**src/design/cfwk_pkg.sv**
```systemverilog
// Shared constants, types and helpers for the circular FIFO with walk.
`timescale 1ns / 1ps

package cfwk_pkg;

    localparam int DEPTH  = 64;
    localparam int ADDR_W = $clog2(DEPTH);
    localparam int WORD_W = 32;

    localparam logic [1:0] OP_ENQ     = 2'd0;
    localparam logic [1:0] OP_DEQ     = 2'd1;
    localparam logic [1:0] OP_PEEK    = 2'd2;
    localparam logic [1:0] OP_DISPLAY = 2'd3;

    localparam logic [1:0] ST_ENQUEUED = 2'd0;
    localparam logic [1:0] ST_FULL     = 2'd1;
    localparam logic [1:0] ST_WORD     = 2'd2;
    localparam logic [1:0] ST_EMPTY    = 2'd3;

    typedef enum logic [1:0] {
        S_IDLE,
        S_SINGLE,
        S_WALK
    } state_t;

    typedef struct packed {
        logic accept;
        logic emit_ram;
        logic emit_last;
        logic advance;
    } cmd_t;

    typedef struct packed {
        logic is_empty;
        logic walk_final;
        logic out_free;
    } stat_t;

    function automatic logic [ADDR_W-1:0] next_slot(input logic [ADDR_W-1:0] i);
        logic [ADDR_W-1:0] r;
        if (i == ADDR_W'(DEPTH - 1))
        begin
            r = '0;
        end
        else
        begin
            r = i + ADDR_W'(1);
        end
        return r;
    endfunction

endpackage

```
**src/design/cfwk_ram.sv**
```systemverilog
// Generic single-write, single-read RAM with a registered read port.
`timescale 1ns / 1ps

module cfwk_ram #(
    parameter int WIDTH = 32,
    parameter int DEPTH = 64
) (
    input  logic                     clk,
    input  logic                     wr_en,
    input  logic [$clog2(DEPTH)-1:0] wr_addr,
    input  logic [WIDTH-1:0]         wr_data,
    input  logic [$clog2(DEPTH)-1:0] rd_addr,
    output logic [WIDTH-1:0]         rd_data
);

    logic [WIDTH-1:0] mem [DEPTH];

    always_ff @(posedge clk)
    begin
        if (wr_en)
        begin
            mem[wr_addr] <= wr_data;
        end
        rd_data <= mem[rd_addr];
    end

endmodule

```
**src/design/cfwk_ctrl.sv**
```systemverilog
// Controller state machine: sequences accepts, single reads and the display walk.
`timescale 1ns / 1ps

module cfwk_ctrl (
    input  logic           clk,
    input  logic           rst_n,
    input  logic           s_tvalid,
    input  logic [1:0]     op,
    output logic           s_tready,
    input  cfwk_pkg::stat_t stat,
    output cfwk_pkg::cmd_t  cmd
);

    cfwk_pkg::state_t state_reg;
    cfwk_pkg::state_t state_next;

    always_ff @(posedge clk or negedge rst_n)
    begin
        if (!rst_n)
        begin
            state_reg <= cfwk_pkg::S_IDLE;
        end
        else
        begin
            state_reg <= state_next;
        end
    end

    always_comb
    begin
        state_next = state_reg;
        unique case (state_reg)
            cfwk_pkg::S_IDLE:
            begin
                if (s_tvalid && stat.out_free && op != cfwk_pkg::OP_ENQ && !stat.is_empty)
                begin
                    if (op == cfwk_pkg::OP_DISPLAY)
                    begin
                        state_next = cfwk_pkg::S_WALK;
                    end
                    else
                    begin
                        state_next = cfwk_pkg::S_SINGLE;
                    end
                end
            end
            cfwk_pkg::S_SINGLE:
            begin
                if (stat.out_free)
                begin
                    state_next = cfwk_pkg::S_IDLE;
                end
            end
            cfwk_pkg::S_WALK:
            begin
                if (stat.out_free && stat.walk_final)
                begin
                    state_next = cfwk_pkg::S_IDLE;
                end
            end
            default:
            begin
                state_next = cfwk_pkg::S_IDLE;
            end
        endcase
    end

    always_comb
    begin
        s_tready      = 1'b0;
        cmd.accept    = 1'b0;
        cmd.emit_ram  = 1'b0;
        cmd.emit_last = 1'b0;
        cmd.advance   = 1'b0;
        unique case (state_reg)
            cfwk_pkg::S_IDLE:
            begin
                s_tready   = stat.out_free;
                cmd.accept = s_tvalid && stat.out_free;
            end
            cfwk_pkg::S_SINGLE:
            begin
                cmd.emit_ram  = stat.out_free;
                cmd.emit_last = 1'b1;
            end
            cfwk_pkg::S_WALK:
            begin
                cmd.emit_ram  = stat.out_free;
                cmd.emit_last = stat.walk_final;
                cmd.advance   = stat.out_free && !stat.walk_final;
            end
            default:
            begin
                s_tready = 1'b0;
            end
        endcase
    end

endmodule

```
**src/design/cfwk_dp.sv**
```systemverilog
// Datapath: queue pointers, word store, walk pointer and the output register.
`timescale 1ns / 1ps

module cfwk_dp (
    input  logic                          clk,
    input  logic                          rst_n,
    input  logic [1:0]                    op,
    input  logic [cfwk_pkg::WORD_W-1:0]   value,
    input  cfwk_pkg::cmd_t                cmd,
    output cfwk_pkg::stat_t               stat,
    output logic                          m_tvalid,
    input  logic                          m_tready,
    output logic [cfwk_pkg::WORD_W-1:0]   m_tdata,
    output logic [1:0]                    m_tuser,
    output logic                          m_tlast
);

    logic [cfwk_pkg::ADDR_W-1:0] head_reg, head_next;
    logic [cfwk_pkg::ADDR_W-1:0] tail_reg, tail_next;
    logic [cfwk_pkg::ADDR_W-1:0] walk_reg, walk_next;
    logic                        empty_reg, empty_next;
    logic                        out_valid_reg, out_valid_next;
    logic [1:0]                  status_reg, status_next;
    logic [cfwk_pkg::WORD_W-1:0] word_reg, word_next;
    logic                        last_reg, last_next;
    logic                        load_out;

    logic                        full;
    logic                        is_enq;
    logic                        wr_en;
    logic [cfwk_pkg::ADDR_W-1:0] wr_addr;
    logic [cfwk_pkg::WORD_W-1:0] rd_data;

    assign full   = (cfwk_pkg::next_slot(tail_reg) == head_reg) && !empty_reg;
    assign is_enq = (op == cfwk_pkg::OP_ENQ);

    assign wr_en   = cmd.accept && is_enq && !full;
    assign wr_addr = empty_reg ? '0 : cfwk_pkg::next_slot(tail_reg);

    assign stat.is_empty   = empty_reg;
    assign stat.walk_final = (walk_reg == tail_reg);
    assign stat.out_free   = !out_valid_reg || m_tready;

    // Pointer and queue state updates happen at accept time.
    always_comb
    begin
        head_next  = head_reg;
        tail_next  = tail_reg;
        empty_next = empty_reg;
        if (cmd.accept)
        begin
            if (is_enq)
            begin
                if (empty_reg)
                begin
                    head_next  = '0;
                    tail_next  = '0;
                    empty_next = 1'b0;
                end
                else if (!full)
                begin
                    tail_next = cfwk_pkg::next_slot(tail_reg);
                end
            end
            else if (op == cfwk_pkg::OP_DEQ && !empty_reg)
            begin
                if (head_reg == tail_reg)
                begin
                    head_next  = '0;
                    tail_next  = '0;
                    empty_next = 1'b1;
                end
                else
                begin
                    head_next = cfwk_pkg::next_slot(head_reg);
                end
            end
        end
    end

    // The read address is the walk pointer's next value, so the registered read data
    // lines up with the walk pointer register.
    always_comb
    begin
        walk_next = walk_reg;
        if (cmd.accept)
        begin
            walk_next = head_reg;
        end
        else if (cmd.advance)
        begin
            walk_next = cfwk_pkg::next_slot(walk_reg);
        end
    end

    always_comb
    begin
        status_next    = status_reg;
        word_next      = word_reg;
        last_next      = last_reg;
        out_valid_next = out_valid_reg && !m_tready;
        load_out       = 1'b0;
        if (cmd.accept && (is_enq || empty_reg))
        begin
            load_out       = 1'b1;
            out_valid_next = 1'b1;
            word_next      = '0;
            last_next      = 1'b1;
            if (!is_enq)
            begin
                status_next = cfwk_pkg::ST_EMPTY;
            end
            else if (full)
            begin
                status_next = cfwk_pkg::ST_FULL;
            end
            else
            begin
                status_next = cfwk_pkg::ST_ENQUEUED;
            end
        end
        else if (cmd.emit_ram)
        begin
            load_out       = 1'b1;
            out_valid_next = 1'b1;
            status_next    = cfwk_pkg::ST_WORD;
            word_next      = rd_data;
            last_next      = cmd.emit_last;
        end
    end

    always_ff @(posedge clk or negedge rst_n)
    begin
        if (!rst_n)
        begin
            head_reg      <= '0;
            tail_reg      <= '0;
            walk_reg      <= '0;
            empty_reg     <= 1'b1;
            out_valid_reg <= 1'b0;
        end
        else
        begin
            head_reg      <= head_next;
            tail_reg      <= tail_next;
            walk_reg      <= walk_next;
            empty_reg     <= empty_next;
            out_valid_reg <= out_valid_next;
        end
    end

    always_ff @(posedge clk)
    begin
        if (load_out)
        begin
            status_reg <= status_next;
            word_reg   <= word_next;
            last_reg   <= last_next;
        end
    end

    cfwk_ram #(
        .WIDTH (cfwk_pkg::WORD_W),
        .DEPTH (cfwk_pkg::DEPTH)
    ) u_store (
        .clk     (clk),
        .wr_en   (wr_en),
        .wr_addr (wr_addr),
        .wr_data (value),
        .rd_addr (walk_next),
        .rd_data (rd_data)
    );

    assign m_tvalid = out_valid_reg;
    assign m_tdata  = word_reg;
    assign m_tuser  = status_reg;
    assign m_tlast  = last_reg;

endmodule

```
**src/design/circular_fifo_with_walk_core.sv**
```systemverilog
// Enqueue and empty-queue results go straight into the output register at accept time.
// Dequeue and peek results pass the store's registered read, then the output register.
// Enqueues go one per cycle while the output is free; dequeue, peek and display block new
// input until done; display sends one word per cycle from the walk pointer, stalls aside.
// Reset (rst_n low, asynchronous) empties the queue and clears both indices;
// the word store itself is not cleared and holds no valid word until written.
`timescale 1ns / 1ps

module circular_fifo_with_walk_core (
    input  logic        clk,
    input  logic        rst_n,
    // Input transactions.
    input  logic        s_tvalid,
    output logic        s_tready,
    input  logic [31:0] s_tdata,   // [31:0] value (signed word to enqueue)
    input  logic [1:0]  s_tuser,   // [1:0] op
    // Result transactions.
    output logic        m_tvalid,
    input  logic        m_tready,
    output logic [31:0] m_tdata,   // [31:0] word (signed, zero unless a word is returned)
    output logic [1:0]  m_tuser,   // [1:0] status
    output logic        m_tlast    // last result caused by one input transaction
);

    cfwk_pkg::cmd_t  cmd;
    cfwk_pkg::stat_t stat;

    // The controller decides when an input transaction is taken and steps the
    // datapath through the single read of dequeue and peek, or the walk of a
    // display. Results that need no stored word are written straight into the
    // output register at accept time.
    cfwk_ctrl u_ctrl (
        .clk      (clk),
        .rst_n    (rst_n),
        .s_tvalid (s_tvalid),
        .op       (s_tuser),
        .s_tready (s_tready),
        .stat     (stat),
        .cmd      (cmd)
    );

    // The datapath holds head, tail and the empty flag, the word store, the
    // walk pointer that addresses the store's read port, and the output
    // register that separates the input side from the result side.
    cfwk_dp u_dp (
        .clk      (clk),
        .rst_n    (rst_n),
        .op       (s_tuser),
        .value    (s_tdata),
        .cmd      (cmd),
        .stat     (stat),
        .m_tvalid (m_tvalid),
        .m_tready (m_tready),
        .m_tdata  (m_tdata),
        .m_tuser  (m_tuser),
        .m_tlast  (m_tlast)
    );

endmodule

```
**config.mk**
```make
export PLATFORM = sky130hd
export DESIGN_NAME = circular_fifo_with_walk_core
export DESIGN_NICKNAME = d
export VERILOG_FILES = /design/src/design/cfwk_pkg.sv /design/src/design/cfwk_ram.sv /design/src/design/cfwk_ctrl.sv /design/src/design/cfwk_dp.sv /design/src/design/circular_fifo_with_walk_core.sv
export SDC_FILE = /design/constraint.sdc
export NUM_CORES = 2
export LEC_CHECK = 0
export BUFFER_PORTS_ARGS = -buffer_cell sky130_fd_sc_hd__buf_2
export CORE_MARGIN = 2
export CORE_UTILIZATION = 45
export DETAILED_ROUTE_END_ITERATION = 12
export HOLD_SLACK_MARGIN = 0.1
export PLACE_DENSITY = 0.56
export SLEW_MARGIN = 30
export SYNTH_ARGS = -nofsm -noshare
export SYNTH_HDL_FRONTEND = slang
export SYNTH_SLANG_ARGS = --single-unit
```
**constraint.sdc**
```tcl
create_clock -name clk -period 8.2 [get_ports clk]
set_clock_uncertainty 0.05 [all_clocks]
set_input_delay 0.82 -clock clk [delete_from_list [all_inputs] [get_ports clk]]
set_output_delay 0.82 -clock clk [all_outputs]
set_load 0.005 [all_outputs]
```
==> summary.txt <==
Run status
  – Status: complete, no violations

Logic synthesis
  – Mux cell area share after synthesis: 5.12%
  – Largest family of logic cells by synthesized area: simple AND/OR/NAND/NOR gates
  – Cell Area, Synth: 82500 um2
  – Synth unique cells: between 60 and 70
  – Post-synthesis xor/xnor area fraction: 0.244%
  – FF+latch count, synth: 2137
  – Compound-gate portion of the synthesized area: 6.34%
  – Number of flops mapped to enable cells by yosys: around 2100
  – Post-Synthesis Cells: ~5400
  – FFs w/ async S/R, synth: 1.03%
  – Adder-Cell Fraction of Synth Area: less than 1%
  – Ys Warns: 0
  – Syn_nets: 5400
  – Simple-Gate Fraction of Synth Area: under 10%
  – Sequential fraction of the synthesis area: between 70% and 80%
  – Top FF cell, synth: edfxtp_1
  – Syn avg cell area: roughly 15 um2

Worst setup path
  – Worst reg2reg path depth: 11
  – Startpoint types: flop
  – Critical Path AT: 5950 ps
  – Worst r2r dst: u_dp.u_store.mem[61][2]
  – Worst Path Required: slightly below 9000 ps
  – R2R Path Start: u_dp.tail_reg[0]
  – Reg-to-reg slack, setup: 2700 ps
  – Critical path class: flop to flop
  – CP max FO: 17
  – CP Capture Type: flop

Final layout
  – Nets: ~5500
  – Core Util, Final: 51.1%
  – Layout cells sized above 1: between 10 and 15%
  – Area growth from synthesis to layout: 13.2%
  – Number of flip-flops in the largest register: 2048
  – Biggest register: u_dp.u_store.mem
  – Final non-filler cell total: ~8000
  – Fill count: approximately 15000

Clocking
  – CTS tree: yes
  – Worst skew pair latency: around 860 ps
  – Post-CTS Resized: 0
  – Post-CTS Hold Fix Bufs: 1
  – Root buffer cell: clkbuf_16
  – Post-CTS setup buffers: 0
  – CTS Buf Count: roughly 210
  – TritonCTS Sinks: between 2000 and 2500
  – Clock transition at the registers of the reported paths: 60 ps
  – Max Root-Sink Buffers: 3
  – H-tree Lvls: 4

Timing
  – Slew headroom: around 30%
  – Worst Tran Pin Value: roughly 1100 ps
  – Min Tclk post-route: between 5000 and 6000 ps
  – Endpoints failing setup: 0
  – TNS Setup: 0 ps
  – Worst hold slack: around 290 ps
  – Worst Slack Setup Final: 2700 ps
  – RSZ-0062 raised after global routing: no
  – Final worst path period share: 67.1%
  – Count of final hold-check violations: 0
  – Max Slew Vio Count: 0
  – Fmax: roughly 0.18 GHz

Die
  – DIE HEIGHT: between 400 and 500 um
  – Core area: between 150000 and 200000 um2
  – IO Count: between 70 and 80
  – Starting Density: between 40% and 50%
  – Die extent in x: approximately 430 um
  – Die area: between 150000 and 200000 um2
  – Rows: roughly 160

GRT
  – GR Util met2: about 40%
  – Top Usage Layer GRT: met2
  – Total gr overflow: 0
  – Initial antenna violation count: 27
  – First-pass GRT wire length: between 300 and 400 mm
  – Pin count of the biggest net entering global routing: 162
  – Vias in the first global route: roughly 46000
  – GRT Resource Usage Total: approximately 25%
  – GRT met1 Usage: 35.3%
  – Met3 track demand over resource: 4.47%

Worst hold path
  – Worst hold start: s_tuser[1]
  – Hold Path End: u_ctrl.state_reg[1]
  – Hold Path Class: input pin to flop
  – Hold path depth: 3

Place
  – Gp weighted congestion: about 0.8
  – I/O Buffers: 74
  – Post-DP HPWL: about 120 mm
  – # placed instances: 7611
  – DP Worst Slack: between 2000 and 3000 ps

Route
  – Total Wirelength: around 240 mm
  – Vias per inst: between 6 and 7
  – DRC errors left: 0
  – TritonRoute pass-1 iters: 8
  – First-iteration detailed-routing DRC count: ~6000
  – DRT antenna net count: 0
  – Routed WL per cell: 29.6 um
  – Via Count: slightly below 50000

Power
  – Total internal power: between 20 and 25 mW
  – PD cells: between 300 and 400 nW/um2
  – Leak: just over 30 nW
  – Flop pwr share: between 30% and 40%
  – Worst-case vdd ir drop: 444 uV
  – Combinational share of power: 34.7%
  – Clock network fraction of design power: between 20% and 30%
  – Switching share of power: 37.0%
  – Switch Pwr: 12.4 mW

Run
  – Max_cap viols: 0
cells by family (layout without fill, tap and decap cells):
logic type	after synthesis	count (layout)
flip-flops	2137	2137
AND/OR/NAND/NOR	1666	1666
AO/OA/AOI/OAI	736	736
multiplexers	422	422
buffers and inverters	366	628
XOR/XNOR	23	23
adder cells (fa/ha/maj)	6	6
other	0	9
placed cells by master, fill, tap and decap left out, types with 6 or more instances in the layout:
master	Yosys	layout
clkbuf_8	0	9
nor2_4	1	69
nor4_1	38	29
and2_1	37	37
nand3_1	309	307
nor3_1	15	10
a22oi_1	62	62
clkinv_2	0	26
a2111oi_0	28	8
clkbuf_16	0	216
xor2_1	9	9
nor4_2	0	9
nand4_1	141	141
edfxtp_1	2083	2083
a2111oi_1	0	7
clkinv_1	0	46
diode_2	0	9
a21oi_1	283	283
mux2i_1	421	421
a221oi_1	228	228
and4_1	31	31
o21ai_0	17	16
nor2_1	88	22
buf_4	10	151
bufinv_16	0	11
buf_2	102	49
dfxtp_1	32	32
buf_16	0	8
dfrtp_1	21	21
nand2_1	977	977
inv_1	8	8
a32oi_1	93	93
a2111oi_2	0	13
clkbuf_1	203	65
buf_12	0	16
xnor2_1	14	14
ha_1	6	6
metrics by stage:
| stage | total power, mW | cell area, um2 |
|---|---|---|
| after floorplan | 20.4 | 82500 |
| after global placement | 24.2 | 86300 |
| after detailed placement | 24.3 | 86600 |
| after CTS | 33.6 | 93300 |
| after global routing | 35.0 | 93300 |
| final | 33.5 | 93300 |
worst max-delay path, stage by stage, from the launching register on:
cell	delay, ps
dfrtp_1	520
ha_1	390
nand3_1	230
nor2_1	290
nor2_1	120
xor2_1	160
nor4_1	120
or3_1	530
nor3_1	510
nand2_1	720
nor2_4	970
buf_4	460
synthesized netlist by cell type (all sizes together) (2+ instances only):
cell	count	area share, %
edfxtp	2083	76
nand2	977	4.4
mux2i	421	5.1
nand3	310	1.9
a21oi	283	1.7
a221oi	228	2.4
clkbuf	204	0.93
buf	150	0.89
nand4	141	1.1
a32oi	93	0.99
nor2	91	0.43
a22oi	62	0.56
nor4	38	0.29
and2	37	0.28
dfxtp	32	0.78
and4	31	0.33
a2111oi	28	0.30
o21ai	22	0.15
dfrtp	21	0.64
nor3	15	0.091
xnor2	14	0.15
inv	12	0.055
xor2	9	0.096
ha	6	0.091
nand2b	5	0.038
o31ai	5	0.046
and3	4	0.030
or4	4	0.036
a21o	3	0.027
or3	3	0.023
a211oi	2	0.024
nand3b	2	0.018
nor2b	2	0.015
o21a	2	0.018
or2	2	0.015
worst max path at each step:
stage,depth (start not counted),endpoint,slack [ps],start
final,11,u_dp.u_store.mem[61][2],2700,u_dp.tail_reg[0]
after global routing,11,u_dp.u_store.mem[61][2],2360,u_dp.tail_reg[0]
after CTS,11,u_dp.u_store.mem[61][2],2770,u_dp.tail_reg[0]
after detailed placement,12,u_dp.u_store.rd_data[6],2750,m_tready
after global placement,11,u_dp.u_store.rd_data[1],2480,m_tready
after floorplan,11,u_dp.u_store.mem[11][0],3850,u_dp.tail_reg[1]
routing by layer:
layer | wire, um | vias up
met4 | 6340 | 2
met3 | 18000 | 351
met1 | 99900 | 24800
met5 | 9 | -
met2 | 113000 | 2034
li1 | - | 21000
power groups by stage:
stage	sequential, mW	clock (mW)	combinational (mW)
after floorplan	12.6	0	7.76
after global placement	12.8	0	11.4
after detailed placement	12.8	0	11.6
after CTS	12.5	9.49	11.6
after global routing	12.5	9.90	12.6
final	12.5	9.34	11.6
final cells by class:
class	instances	area (um2)	area share, %
Sequential cell	2137	63700	68.3
Timing Repair Buffer	226	1940	2.08
Inverter	12	60.1	0.0644
Tap cell	2385	2980	3.20
Clock buffer	290	5770	6.19
Antenna cell	9	22.5	0.0241
Multi-Input combinational cell	2853	17900	19.2
Clock inverter	100	895	0.959
No activity file was read; power rests on OpenSTA's default activity.
